**src/rtl/hss_pkg.sv**
```systemverilog
// Package for the Horspool string search unit.
// Holds shared constants, the request action codes and the controller/datapath structs.
// Depends on nothing; every other file in the project depends on it.
package hss_pkg;

    localparam int TEXT_MAX_DEF    = 256;
    localparam int PATTERN_MAX_DEF = 32;

    localparam int ACTION_W = 2;
    localparam int BYTE_W   = 8;
    localparam int POS_W    = 8;
    localparam int COUNT_W  = 14;

    // Every byte value has its own entry in the bad-character table.
    localparam int ALPHABET = 256;
    localparam int ALPHA_W  = $clog2(ALPHABET);

    typedef enum logic [ACTION_W-1:0] {
        ACT_CLEAR   = 2'd0,
        ACT_PATTERN = 2'd1,
        ACT_TEXT    = 2'd2,
        ACT_SEARCH  = 2'd3
    } action_t;

    // Commands from the controller to the datapath.
    typedef struct packed {
        logic clear;
        logic load_pat;
        logic load_txt;
        logic start;
        logic fill_wr;
        logic prep_rd;
        logic prep_wr;
        logic scan_init;
        logic cmp_rd;
        logic cmp_match;
        logic set_hit;
        logic set_empty;
        logic txt_rd_end;
        logic shf_rd;
        logic shift_add;
        logic out_load;
    } cmd_t;

    // Status from the datapath to the controller.
    typedef struct packed {
        logic pat_empty;
        logic fill_last;
        logic prep_done;
        logic m_gt_n;
        logic bytes_eq;
        logic k_last;
        logic end_in_range;
        logic out_free;
    } status_t;

endpackage

```
**src/rtl/hss_if.sv**
```systemverilog
// Handshake interfaces for the request and result channels of the search unit.
// Depends on hss_pkg for the payload widths.
interface hss_request_if;
    logic                         valid;
    logic                         ready;
    logic [hss_pkg::ACTION_W-1:0] action;
    logic [hss_pkg::BYTE_W-1:0]   byte_in;

    modport source (output valid, output action, output byte_in, input ready);
    modport sink   (input valid, input action, input byte_in, output ready);
endinterface

interface hss_result_if;
    logic                        valid;
    logic                        ready;
    logic                        found;
    logic [hss_pkg::POS_W-1:0]   match_position;
    logic [hss_pkg::COUNT_W-1:0] comparison_count;
    logic                        overflowed;

    modport source (output valid, output found, output match_position,
                    output comparison_count, output overflowed, input ready);
    modport sink   (input valid, input found, input match_position,
                    input comparison_count, input overflowed, output ready);
endinterface

```
**src/rtl/horspool_string_search_unit.sv**
```systemverilog
// Top level of the Horspool string search unit.
// Depends on hss_pkg, hss_if, hss_ctrl and hss_datapath.
//
// The request channel carries one transaction per action: clear both stores,
// append a pattern byte, append a text byte, or run a search. Clear and append
// transactions are taken one per cycle and produce no result. Bytes beyond the
// capacity of a store are dropped and set the overflow flag until the next clear.
// A search transaction produces exactly one transaction on the result channel.
// Its duration is set by the single-ported shift-table memory and the
// one-read-per-cycle pattern and text memories: every table entry is preset,
// each pattern byte but the last enters its shift with a read and a write,
// each byte comparison takes a read and an evaluation and each shift a table read
// and an add, around the accepting cycle, the start of the scan and the result load.
// No request is taken while a search runs. The result sits in an output
// register; if the receiver stalls, further clear and append transactions are
// still accepted, and a new search waits at its end until the register is free.
// Reset empties both stores, clears the overflow flag and drops any pending
// result; store contents are not cleared.
module horspool_string_search_unit #(
    parameter int TEXT_MAX    = hss_pkg::TEXT_MAX_DEF,
    parameter int PATTERN_MAX = hss_pkg::PATTERN_MAX_DEF
) (
    input  logic         clk,
    input  logic         rst_n,
    hss_request_if.sink  request,
    hss_result_if.source result
);

    // Commands and status are the only link between the two halves.
    hss_pkg::cmd_t    cmd;
    hss_pkg::status_t status;

    hss_ctrl u_ctrl (
        .clk        (clk),
        .rst_n      (rst_n),
        .req_valid  (request.valid),
        .req_action (request.action),
        .req_ready  (request.ready),
        .status     (status),
        .cmd        (cmd)
    );

    // The datapath owns all three memories and drives the result channel.
    hss_datapath #(
        .TEXT_MAX    (TEXT_MAX),
        .PATTERN_MAX (PATTERN_MAX)
    ) u_datapath (
        .clk     (clk),
        .rst_n   (rst_n),
        .byte_in (request.byte_in),
        .cmd     (cmd),
        .status  (status),
        .result  (result)
    );

endmodule

```
**src/rtl/hss_ctrl.sv**
```systemverilog
// Controller state machine of the Horspool search unit.
// Depends on hss_pkg for the action codes and the command and status structs.
module hss_ctrl (
    input  logic                         clk,
    input  logic                         rst_n,
    input  logic                         req_valid,
    input  logic [hss_pkg::ACTION_W-1:0] req_action,
    output logic                         req_ready,
    input  hss_pkg::status_t             status,
    output hss_pkg::cmd_t                cmd
);

    typedef enum logic [3:0] {
        S_IDLE,
        S_FILL,
        S_PREP_RD,
        S_PREP_WR,
        S_CMP_RD,
        S_CMP_EV,
        S_SHF_TAB,
        S_SHF_ADD,
        S_FINISH
    } state_t;

    state_t           state_reg;
    state_t           state_next;
    hss_pkg::action_t act;

    assign act       = hss_pkg::action_t'(req_action);
    assign req_ready = (state_reg == S_IDLE);

    always_comb
    begin
        cmd        = '0;
        state_next = state_reg;
        unique case (state_reg)
            S_IDLE:
            begin
                if (req_valid)
                begin
                    unique case (act)
                        hss_pkg::ACT_CLEAR:   cmd.clear    = 1'b1;
                        hss_pkg::ACT_PATTERN: cmd.load_pat = 1'b1;
                        hss_pkg::ACT_TEXT:    cmd.load_txt = 1'b1;
                        hss_pkg::ACT_SEARCH:
                        begin
                            cmd.start  = 1'b1;
                            state_next = S_FILL;
                        end
                    endcase
                end
            end
            S_FILL:
            begin
                cmd.fill_wr = 1'b1;
                if (status.fill_last)
                begin
                    if (status.pat_empty)
                    begin
                        cmd.set_empty = 1'b1;
                        state_next    = S_FINISH;
                    end
                    else
                    begin
                        state_next = S_PREP_RD;
                    end
                end
            end
            S_PREP_RD:
            begin
                if (status.prep_done)
                begin
                    cmd.scan_init = 1'b1;
                    state_next    = status.m_gt_n ? S_FINISH : S_CMP_RD;
                end
                else
                begin
                    cmd.prep_rd = 1'b1;
                    state_next  = S_PREP_WR;
                end
            end
            S_PREP_WR:
            begin
                cmd.prep_wr = 1'b1;
                state_next  = S_PREP_RD;
            end
            S_CMP_RD:
            begin
                cmd.cmp_rd = 1'b1;
                state_next = S_CMP_EV;
            end
            S_CMP_EV:
            begin
                if (status.bytes_eq)
                begin
                    cmd.cmp_match = 1'b1;
                    if (status.k_last)
                    begin
                        cmd.set_hit = 1'b1;
                        state_next  = S_FINISH;
                    end
                    else
                    begin
                        state_next = S_CMP_RD;
                    end
                end
                else
                begin
                    cmd.txt_rd_end = 1'b1;
                    state_next     = S_SHF_TAB;
                end
            end
            S_SHF_TAB:
            begin
                cmd.shf_rd = 1'b1;
                state_next = S_SHF_ADD;
            end
            S_SHF_ADD:
            begin
                cmd.shift_add = 1'b1;
                state_next    = status.end_in_range ? S_CMP_RD : S_FINISH;
            end
            S_FINISH:
            begin
                if (status.out_free)
                begin
                    cmd.out_load = 1'b1;
                    state_next   = S_IDLE;
                end
            end
            default:
            begin
                state_next = S_IDLE;
            end
        endcase
    end

    always_ff @(posedge clk or negedge rst_n)
    begin
        if (!rst_n)
        begin
            state_reg <= S_IDLE;
        end
        else
        begin
            state_reg <= state_next;
        end
    end

endmodule

```
**src/rtl/hss_datapath.sv**
```systemverilog
// Datapath of the Horspool search unit: pattern, text and shift memories,
// the scan counters and the result register. Depends on hss_pkg and hss_result_if.
module hss_datapath #(
    parameter int TEXT_MAX    = hss_pkg::TEXT_MAX_DEF,
    parameter int PATTERN_MAX = hss_pkg::PATTERN_MAX_DEF
) (
    input  logic                       clk,
    input  logic                       rst_n,
    input  logic [hss_pkg::BYTE_W-1:0] byte_in,
    input  hss_pkg::cmd_t              cmd,
    output hss_pkg::status_t           status,
    hss_result_if.source               result
);

    localparam int PIW = (PATTERN_MAX > 1) ? $clog2(PATTERN_MAX) : 1;
    localparam int PLW = $clog2(PATTERN_MAX + 1);
    localparam int TIW = $clog2(TEXT_MAX);
    localparam int TLW = $clog2(TEXT_MAX + 1);
    localparam int EW  = $clog2(TEXT_MAX + PATTERN_MAX + 1);
    localparam int BW  = hss_pkg::BYTE_W;
    localparam int CW  = hss_pkg::COUNT_W;
    localparam int PW  = hss_pkg::POS_W;
    localparam int AW  = hss_pkg::ALPHA_W;

    // Memories.
    logic [BW-1:0]  pat_mem [PATTERN_MAX];
    logic [BW-1:0]  txt_mem [TEXT_MAX];
    logic [PLW-1:0] shf_mem [hss_pkg::ALPHABET];

    logic [BW-1:0]  pat_rd_data_reg;
    logic [BW-1:0]  txt_rd_data_reg;
    logic [PLW-1:0] shf_rd_data_reg;

    // Lengths and flags.
    logic [PLW-1:0] plen_reg;
    logic [TLW-1:0] tlen_reg;
    logic           ovf_reg;

    // Search state.
    logic [AW-1:0]  idx_reg;
    logic [PLW-1:0] j_reg;
    logic [PLW-1:0] k_reg;
    logic [EW-1:0]  end_reg;
    logic [CW-1:0]  count_reg;
    logic           found_reg;
    logic [PW-1:0]  pos_reg;

    // Result register.
    logic           out_valid_reg;
    logic           out_found_reg;
    logic [PW-1:0]  out_pos_reg;
    logic [CW-1:0]  out_count_reg;
    logic           out_ovf_reg;

    logic           pat_full;
    logic           txt_full;
    logic [EW-1:0]  m_ext;
    logic [EW-1:0]  n_ext;
    logic [EW-1:0]  k_ext;
    logic [EW-1:0]  end_next;
    logic [PLW-1:0] pat_addr_full;
    logic [EW-1:0]  txt_addr_full;
    logic           pat_re;
    logic           txt_re;
    logic [EW+PW-1:0] pos_wide;
    logic [CW-1:0]  count_bumped;

    assign pat_full = (plen_reg == PLW'(PATTERN_MAX));
    assign txt_full = (tlen_reg == TLW'(TEXT_MAX));
    assign m_ext    = EW'(plen_reg);
    assign n_ext    = EW'(tlen_reg);
    assign k_ext    = EW'(k_reg);
    assign end_next = end_reg + EW'(shf_rd_data_reg);
    assign pos_wide = (EW+PW)'(end_reg) - (EW+PW)'(plen_reg) + (EW+PW)'(1);
    assign count_bumped = (count_reg == '1) ? count_reg : count_reg + CW'(1);

    // Pattern is read by index j while building the table, and right to left while scanning.
    assign pat_addr_full = cmd.prep_rd ? j_reg : (plen_reg - PLW'(1) - k_reg);
    assign txt_addr_full = cmd.txt_rd_end ? end_reg : (end_reg - k_ext);
    assign pat_re        = cmd.prep_rd | cmd.cmp_rd;
    assign txt_re        = cmd.cmp_rd | cmd.txt_rd_end;

    always_comb
    begin
        status.pat_empty    = (plen_reg == '0);
        status.fill_last    = (idx_reg == '1);
        status.prep_done    = ({1'b0, j_reg} + (PLW+1)'(1)) >= {1'b0, plen_reg};
        status.m_gt_n       = (m_ext > n_ext);
        status.bytes_eq     = (pat_rd_data_reg == txt_rd_data_reg);
        status.k_last       = ({1'b0, k_reg} + (PLW+1)'(1)) == {1'b0, plen_reg};
        status.end_in_range = (end_next < n_ext);
        status.out_free     = !out_valid_reg || result.ready;
    end

    always_ff @(posedge clk)
    begin
        if (cmd.load_pat && !pat_full)
        begin
            pat_mem[plen_reg[PIW-1:0]] <= byte_in;
        end
        if (pat_re)
        begin
            pat_rd_data_reg <= pat_mem[pat_addr_full[PIW-1:0]];
        end
    end

    always_ff @(posedge clk)
    begin
        if (cmd.load_txt && !txt_full)
        begin
            txt_mem[tlen_reg[TIW-1:0]] <= byte_in;
        end
        if (txt_re)
        begin
            txt_rd_data_reg <= txt_mem[txt_addr_full[TIW-1:0]];
        end
    end

    // Every entry is first set to the pattern length; later pattern positions
    // then overwrite earlier ones, so the rightmost occurrence wins.
    always_ff @(posedge clk)
    begin
        priority if (cmd.fill_wr)
        begin
            shf_mem[idx_reg] <= plen_reg;
        end
        else if (cmd.prep_wr)
        begin
            shf_mem[pat_rd_data_reg] <= plen_reg - j_reg - PLW'(1);
        end
        if (cmd.shf_rd)
        begin
            shf_rd_data_reg <= shf_mem[txt_rd_data_reg];
        end
    end

    always_ff @(posedge clk or negedge rst_n)
    begin
        if (!rst_n)
        begin
            plen_reg <= '0;
            tlen_reg <= '0;
            ovf_reg  <= 1'b0;
        end
        else
        begin
            priority if (cmd.clear)
            begin
                plen_reg <= '0;
                tlen_reg <= '0;
                ovf_reg  <= 1'b0;
            end
            else if (cmd.load_pat)
            begin
                if (pat_full)
                begin
                    ovf_reg <= 1'b1;
                end
                else
                begin
                    plen_reg <= plen_reg + PLW'(1);
                end
            end
            else if (cmd.load_txt)
            begin
                if (txt_full)
                begin
                    ovf_reg <= 1'b1;
                end
                else
                begin
                    tlen_reg <= tlen_reg + TLW'(1);
                end
            end
        end
    end

    always_ff @(posedge clk)
    begin
        if (cmd.start)
        begin
            idx_reg   <= '0;
            j_reg     <= '0;
            count_reg <= '0;
            found_reg <= 1'b0;
            pos_reg   <= '0;
        end
        if (cmd.fill_wr)
        begin
            idx_reg <= idx_reg + AW'(1);
        end
        if (cmd.prep_wr)
        begin
            j_reg <= j_reg + PLW'(1);
        end
        if (cmd.set_empty)
        begin
            found_reg <= 1'b1;
        end
        priority if (cmd.scan_init)
        begin
            end_reg <= m_ext - EW'(1);
            k_reg   <= '0;
        end
        else if (cmd.cmp_match)
        begin
            k_reg     <= k_reg + PLW'(1);
            count_reg <= count_bumped;
        end
        else if (cmd.shift_add)
        begin
            end_reg   <= end_next;
            k_reg     <= '0;
            count_reg <= count_bumped;
        end
        if (cmd.set_hit)
        begin
            found_reg <= 1'b1;
            pos_reg   <= pos_wide[PW-1:0];
        end
    end

    always_ff @(posedge clk or negedge rst_n)
    begin
        if (!rst_n)
        begin
            out_valid_reg <= 1'b0;
        end
        else
        begin
            priority if (cmd.out_load)
            begin
                out_valid_reg <= 1'b1;
            end
            else if (result.ready)
            begin
                out_valid_reg <= 1'b0;
            end
        end
    end

    always_ff @(posedge clk)
    begin
        if (cmd.out_load)
        begin
            out_found_reg <= found_reg;
            out_pos_reg   <= pos_reg;
            out_count_reg <= count_reg;
            out_ovf_reg   <= ovf_reg;
        end
    end

    assign result.valid            = out_valid_reg;
    assign result.found            = out_found_reg;
    assign result.match_position   = out_pos_reg;
    assign result.comparison_count = out_count_reg;
    assign result.overflowed       = out_ovf_reg;

endmodule

```
**src/flat_wrapper.sv**
```systemverilog
// flat-port wrapper written by rule: the top's interface ports become plain ports
module horspool_string_search_unit_flat 
#(
    parameter int TEXT_MAX    = hss_pkg::TEXT_MAX_DEF,
    parameter int PATTERN_MAX = hss_pkg::PATTERN_MAX_DEF
)
  (clk, rst_n, request_valid, request_action, request_byte_in, request_ready, result_valid, result_found, result_match_position, result_comparison_count, result_overflowed, result_ready);
  hss_request_if request_i ();
  hss_result_if result_i ();
  input  logic clk;
  input  logic rst_n;
  input wire logic [$bits(request_i.valid)-1:0] request_valid;
  input wire logic [$bits(request_i.action)-1:0] request_action;
  input wire logic [$bits(request_i.byte_in)-1:0] request_byte_in;
  output wire logic [$bits(request_i.ready)-1:0] request_ready;
  output wire logic [$bits(result_i.valid)-1:0] result_valid;
  output wire logic [$bits(result_i.found)-1:0] result_found;
  output wire logic [$bits(result_i.match_position)-1:0] result_match_position;
  output wire logic [$bits(result_i.comparison_count)-1:0] result_comparison_count;
  output wire logic [$bits(result_i.overflowed)-1:0] result_overflowed;
  input wire logic [$bits(result_i.ready)-1:0] result_ready;
  assign request_i.valid = request_valid;
  assign request_i.action = request_action;
  assign request_i.byte_in = request_byte_in;
  assign request_ready = request_i.ready;
  assign result_valid = result_i.valid;
  assign result_found = result_i.found;
  assign result_match_position = result_i.match_position;
  assign result_comparison_count = result_i.comparison_count;
  assign result_overflowed = result_i.overflowed;
  assign result_i.ready = result_ready;
  horspool_string_search_unit #(.TEXT_MAX(TEXT_MAX), .PATTERN_MAX(PATTERN_MAX)) u_core (.clk(clk), .rst_n(rst_n), .request(request_i), .result(result_i));
endmodule
```
**config.mk**
```make
export PLATFORM = sky130hd
export DESIGN_NAME = horspool_string_search_unit_flat
export DESIGN_NICKNAME = d
export VERILOG_FILES = /design/src/rtl/hss_pkg.sv /design/src/rtl/hss_if.sv /design/src/rtl/horspool_string_search_unit.sv /design/src/rtl/hss_ctrl.sv /design/src/rtl/hss_datapath.sv /design/src/flat_wrapper.sv
export SDC_FILE = /design/constraint.sdc
export NUM_CORES = 2
export LEC_CHECK = 0
export ABC_AREA = 0
export ABC_CLOCK_PERIOD_IN_PS = 24600
export BUFFER_PORTS_ARGS = -buffer_cell sky130_fd_sc_hd__buf_2
export CORE_MARGIN = 2
export CORE_UTILIZATION = 45
export CTS_CLUSTER_DIAMETER = 40
export DETAILED_ROUTE_END_ITERATION = 10
export PLACE_DENSITY = 0.58
export SLEW_MARGIN = 40
export SYNTH_ARGS = -nofsm -noshare
export SYNTH_HDL_FRONTEND = slang
export SYNTH_SLANG_ARGS = --single-unit
export TNS_END_PERCENT = 30
```
**constraint.sdc**
```tcl
create_clock -name clk -period 24.6 [get_ports clk]
set_clock_uncertainty 0.2 [all_clocks]
set_input_delay 3.69 -clock clk [delete_from_list [all_inputs] [get_ports clk]]
set_output_delay 3.69 -clock clk [all_outputs]
set_load 0.1 [all_outputs]
```
==> results.sh <==
export IMPL_avgSynthCellArea_um2=16.8
export IMPL_io_pins=40
export IMPL_rows=218
export IMPL_place_congestion=0.882
export IMPL_rsz0062_at_grt="false"
export IMPL_postCtsSetupRepairBufs=0
export IMPL_placed_area_um2=165000
export IMPL_dieArea_um2=359000
export IMPL_vias_per_cell=5.94
export IMPL_port_buffers=39
export IMPL_clk_latency_ns=1.01
export IMPL_status="finished clean"
export IMPL_power_leakage_nw=59.8
export IMPL_hpwl_um=257000
export IMPL_vias=88150
export IMPL_hold_depth=0
export IMPL_muxShareOfSynthArea_pct=11.3
export IMPL_drive_gt1_share_pct=18.4
export IMPL_yosys_warnings=0
export IMPL_placedCellCount=13882
export IMPL_worstHoldEndpoint="u_core.u_datapath.result.comparison_count[11]$_DFFE_PP_"
export IMPL_drtIter0Drc=10422
export IMPL_start_util_pct=45.2
export IMPL_r2r_start="u_core.u_datapath.txt_rd_data_reg[3]$_DFFE_PP_"
export IMPL_fp_dieH_um=599
export IMPL_netlist_area_um2=159000
export IMPL_cts_buffers=522
export IMPL_cp_arrival_ns=8.15
export IMPL_grt_pass1_wl_um=618000
export IMPL_startpoint_type="flop"
export IMPL_finalHoldViolCount=0
export IMPL_final_cell_mix="edfxtp_1 (3917), nand2_1 (1133), nor2_1 (649)"
export IMPL_fmax_ghz=0.133
export IMPL_seq_area_frac_synth_pct=74.4
export IMPL_drv_slew=0
export IMPL_setup_slack_ns=17.10
export IMPL_grt_usage_pct=23.7
export IMPL_netlist_instances=9501
export IMPL_rrSetupSlack_ns=17.10
export IMPL_maxCapViolations=0
export IMPL_min_delay_start="u_core.u_datapath.count_reg[11]$_DFF_P_"
export IMPL_synth_edf_count=3917
export IMPL_synth_main_ff_cell="edfxtp_1"
export IMPL_synth_seq_cells=3959
export IMPL_fin_setup_tns_ns=0
export IMPL_synth_fp_nets=9586
export IMPL_root_buffer="clkbuf_16"
export IMPL_drc=0
export IMPL_r2r_end="u_core.u_datapath.txt_rd_data_reg[4]$_DFFE_PP_"
export IMPL_synthSimpleGateAreaFrac_pct=7.11
export IMPL_setup_viol=0
export IMPL_crit_family="buffers and inverters"
export IMPL_clk_pin_slew_ns=0.06
export IMPL_hold_class="flop to flop"
export IMPL_cpMaxStageDelayCell="o41ai_1"
export IMPL_drtAntennaViolNets=0
export IMPL_dr_pass1_iters=6
export IMPL_critPathMostFrequentCell="buf_4"
export IMPL_crit_path_end_kind="flop"
export IMPL_cts_sinks=3959
export IMPL_max_slew_margin_pct=36.2
export IMPL_path_buf_inv=7
export IMPL_nNetsFinal=9774
export IMPL_final_common_cell="edfxtp_1"
export IMPL_fin_crit_sh_pct=30.5
export IMPL_synth_compound_area_share_pct=4.46
export IMPL_cts_resized=0
export IMPL_final_cell_area_um2=183000
export IMPL_crit_fanout=58
export IMPL_required_ns=25.25
export IMPL_synth_xor_area_share_pct=0.378
export IMPL_dp_slack_ns=16.79
export IMPL_antenna_found_initial=7
export IMPL_wl_per_cell_um=29.1
export IMPL_worst_pin_slew_ns=0.957
export IMPL_synthAdderAreaFrac_pct=0.581
export IMPL_core_area_um2=353000
export IMPL_holdBufCountCts=0
export IMPL_holdWs_ns=0.303
export IMPL_tritoncts="built"
export IMPL_ctsLongestPathBuffers=4
export IMPL_largest_reg_flops=2048
export IMPL_synthArstFlopShare_pct=0.530
export IMPL_powerDensity_nw_per_um2=82.1
export IMPL_crit_chain="buf_4 > xnor2_2 > nand4_2 > o21a_1 > buf_4 > o21ai_4 > buf_4 > buf_4 > buf_4 > buf_4 > mux2i_1 > o221ai_1 > a21oi_1 > nor3_1 > o22ai_1 > o41ai_1 > buf_4"
export IMPL_critical_path_class="flop to flop"
export IMPL_synth_cell_types=80
export IMPL_area_delta_synth_final_pct=14.9
export IMPL_final_cells=14841
export IMPL_rr_worst_depth=17
export IMPL_cts_htree_levels=6
export IMPL_period_needed_ns=7.50
export IMPL_vdd_drop_max_mv=0.0732
export IMPL_synth_top_family_by_area="multiplexers"
export IMPL_first_global_vias=87074
export IMPL_gr_total_overflow=0
export IMPL_die_w_um=599
export IMPL_slowest_delay_ns=0.82
export IMPL_drt_wl_total_um=432000
export IMPL_grt_max_degree=197
worst max path at each step:
stage | startpoint | end | slack, ns | cells past startpoint
2_1_floorplan | u_core.u_datapath.j_reg[0]$_SDFFCE_PN0P_ | u_core.u_datapath.shf_mem[0][4]$_DFFE_PP_ | 10.82 | 8
3_3_place_gp | request_valid | u_core.u_datapath.n_ext[8]$_DFFE_PN0P_ | 16.44 | 9
3_5_place_dp | request_valid | u_core.u_datapath.n_ext[8]$_DFFE_PN0P_ | 16.79 | 9
4_1_cts | u_core.u_datapath.txt_rd_data_reg[4]$_DFFE_PP_ | u_core.u_datapath.txt_rd_data_reg[4]$_DFFE_PP_ | 16.91 | 18
5_1_grt | u_core.u_datapath.txt_rd_data_reg[4]$_DFFE_PP_ | u_core.u_datapath.txt_rd_data_reg[4]$_DFFE_PP_ | 16.81 | 17
6_report | u_core.u_datapath.txt_rd_data_reg[3]$_DFFE_PP_ | u_core.u_datapath.txt_rd_data_reg[4]$_DFFE_PP_ | 17.10 | 17
worst register-to-register path: cells and delay by family (launching register included):
kind,cells,cell delay [ns]
XOR/XNOR,1,0.27
multiplexers,1,0.28
AO/OA/AOI/OAI,6,1.92
AND/OR/NAND/NOR,2,0.57
buffers and inverters,7,3.73
flip-flops,1,0.34
synthesized netlist by cell type, types with 16 or more instances:
cell / instances / area share (%)
a211oi_1: 88 / 0.41
a21boi_0: 20 / 0.094
a21oi_1: 267 / 0.84
a221oi_1: 94 / 0.52
a22oi_1: 18 / 0.085
a31oi_1: 63 / 0.25
and2_1: 53 / 0.21
and3_1: 119 / 0.47
buf_1: 89 / 0.21
buf_2: 143 / 0.45
buf_4: 52 / 0.24
buf_6: 19 / 0.13
clkbuf_1: 266 / 0.63
dfrtp_1: 21 / 0.33
dfxtp_1: 21 / 0.26
edfxtp_1: 3917 / 74
ha_1: 66 / 0.52
inv_1: 52 / 0.12
mux2_2: 203 / 1.4
mux2i_1: 405 / 2.5
mux4_2: 517 / 7.3
nand2_1: 1153 / 2.7
nand2b_1: 18 / 0.071
nand3_1: 345 / 1.1
nand4_1: 38 / 0.15
nor2_1: 668 / 1.6
nor3_1: 82 / 0.26
nor4_1: 29 / 0.11
o2111ai_1: 16 / 0.088
o211ai_1: 46 / 0.22
o21a_1: 25 / 0.12
o21ai_0: 145 / 0.46
o221ai_1: 107 / 0.59
o22ai_1: 48 / 0.19
or3_1: 32 / 0.13
or4_1: 17 / 0.080
xnor2_1: 50 / 0.27
xor2_1: 17 / 0.093
through the flow:
step | total power [mW] | utilization [%]
after global routing | 15.4 | 51.9
after CTS | 15.1 | 51.8
after floorplan | 7.51 | -
final | 15.0 | 51.9
after global placement | 7.59 | 46.7
after detailed placement | 7.60 | 46.8
where the power goes:
part	internal (mW)	leakage (nW)	switching, mW
Combinational	0.00831	15.2	0.0819
Clock	4.64	8.42	2.93
Sequential	7.37	36.3	0.00000000000000000320
area by class of cell:
type / count / area (um^2)
repair buffers: 233 / 2400
flip-flops and latches: 3959 / 119000
clock inverters: 325 / 3860
diodes: 7 / 17.5
well taps: 4730 / 5920
multi-input cells: 4919 / 38500
clock buffers: 614 / 13600
fillers: 28104 / 170000
inverters: 54 / 203
routing by layer:
layer / track usage, % / vias to the layer above / share of wire [%]
met5: 0 / - / 0
met4: 8.59 / 0 / 3.7
met3: 4.03 / 715 / 8.0
met2: 37.9 / 3956 / 48
met1: 32.9 / 45603 / 41
li1: - / 37876 / -
cell families (layout without fill, tap and decap cells):
group | count (synthesis) | count (layout)
compound gates | 1051 | 1051
xor+xnor | 68 | 68
fa+ha+maj | 71 | 71
buf+inv | 623 | 1226
flops | 3959 | 3959
mux | 1125 | 1125
other cells | 0 | 7
simple gates | 2604 | 2604
Note: power is estimated with default switching activity, not from simulation.
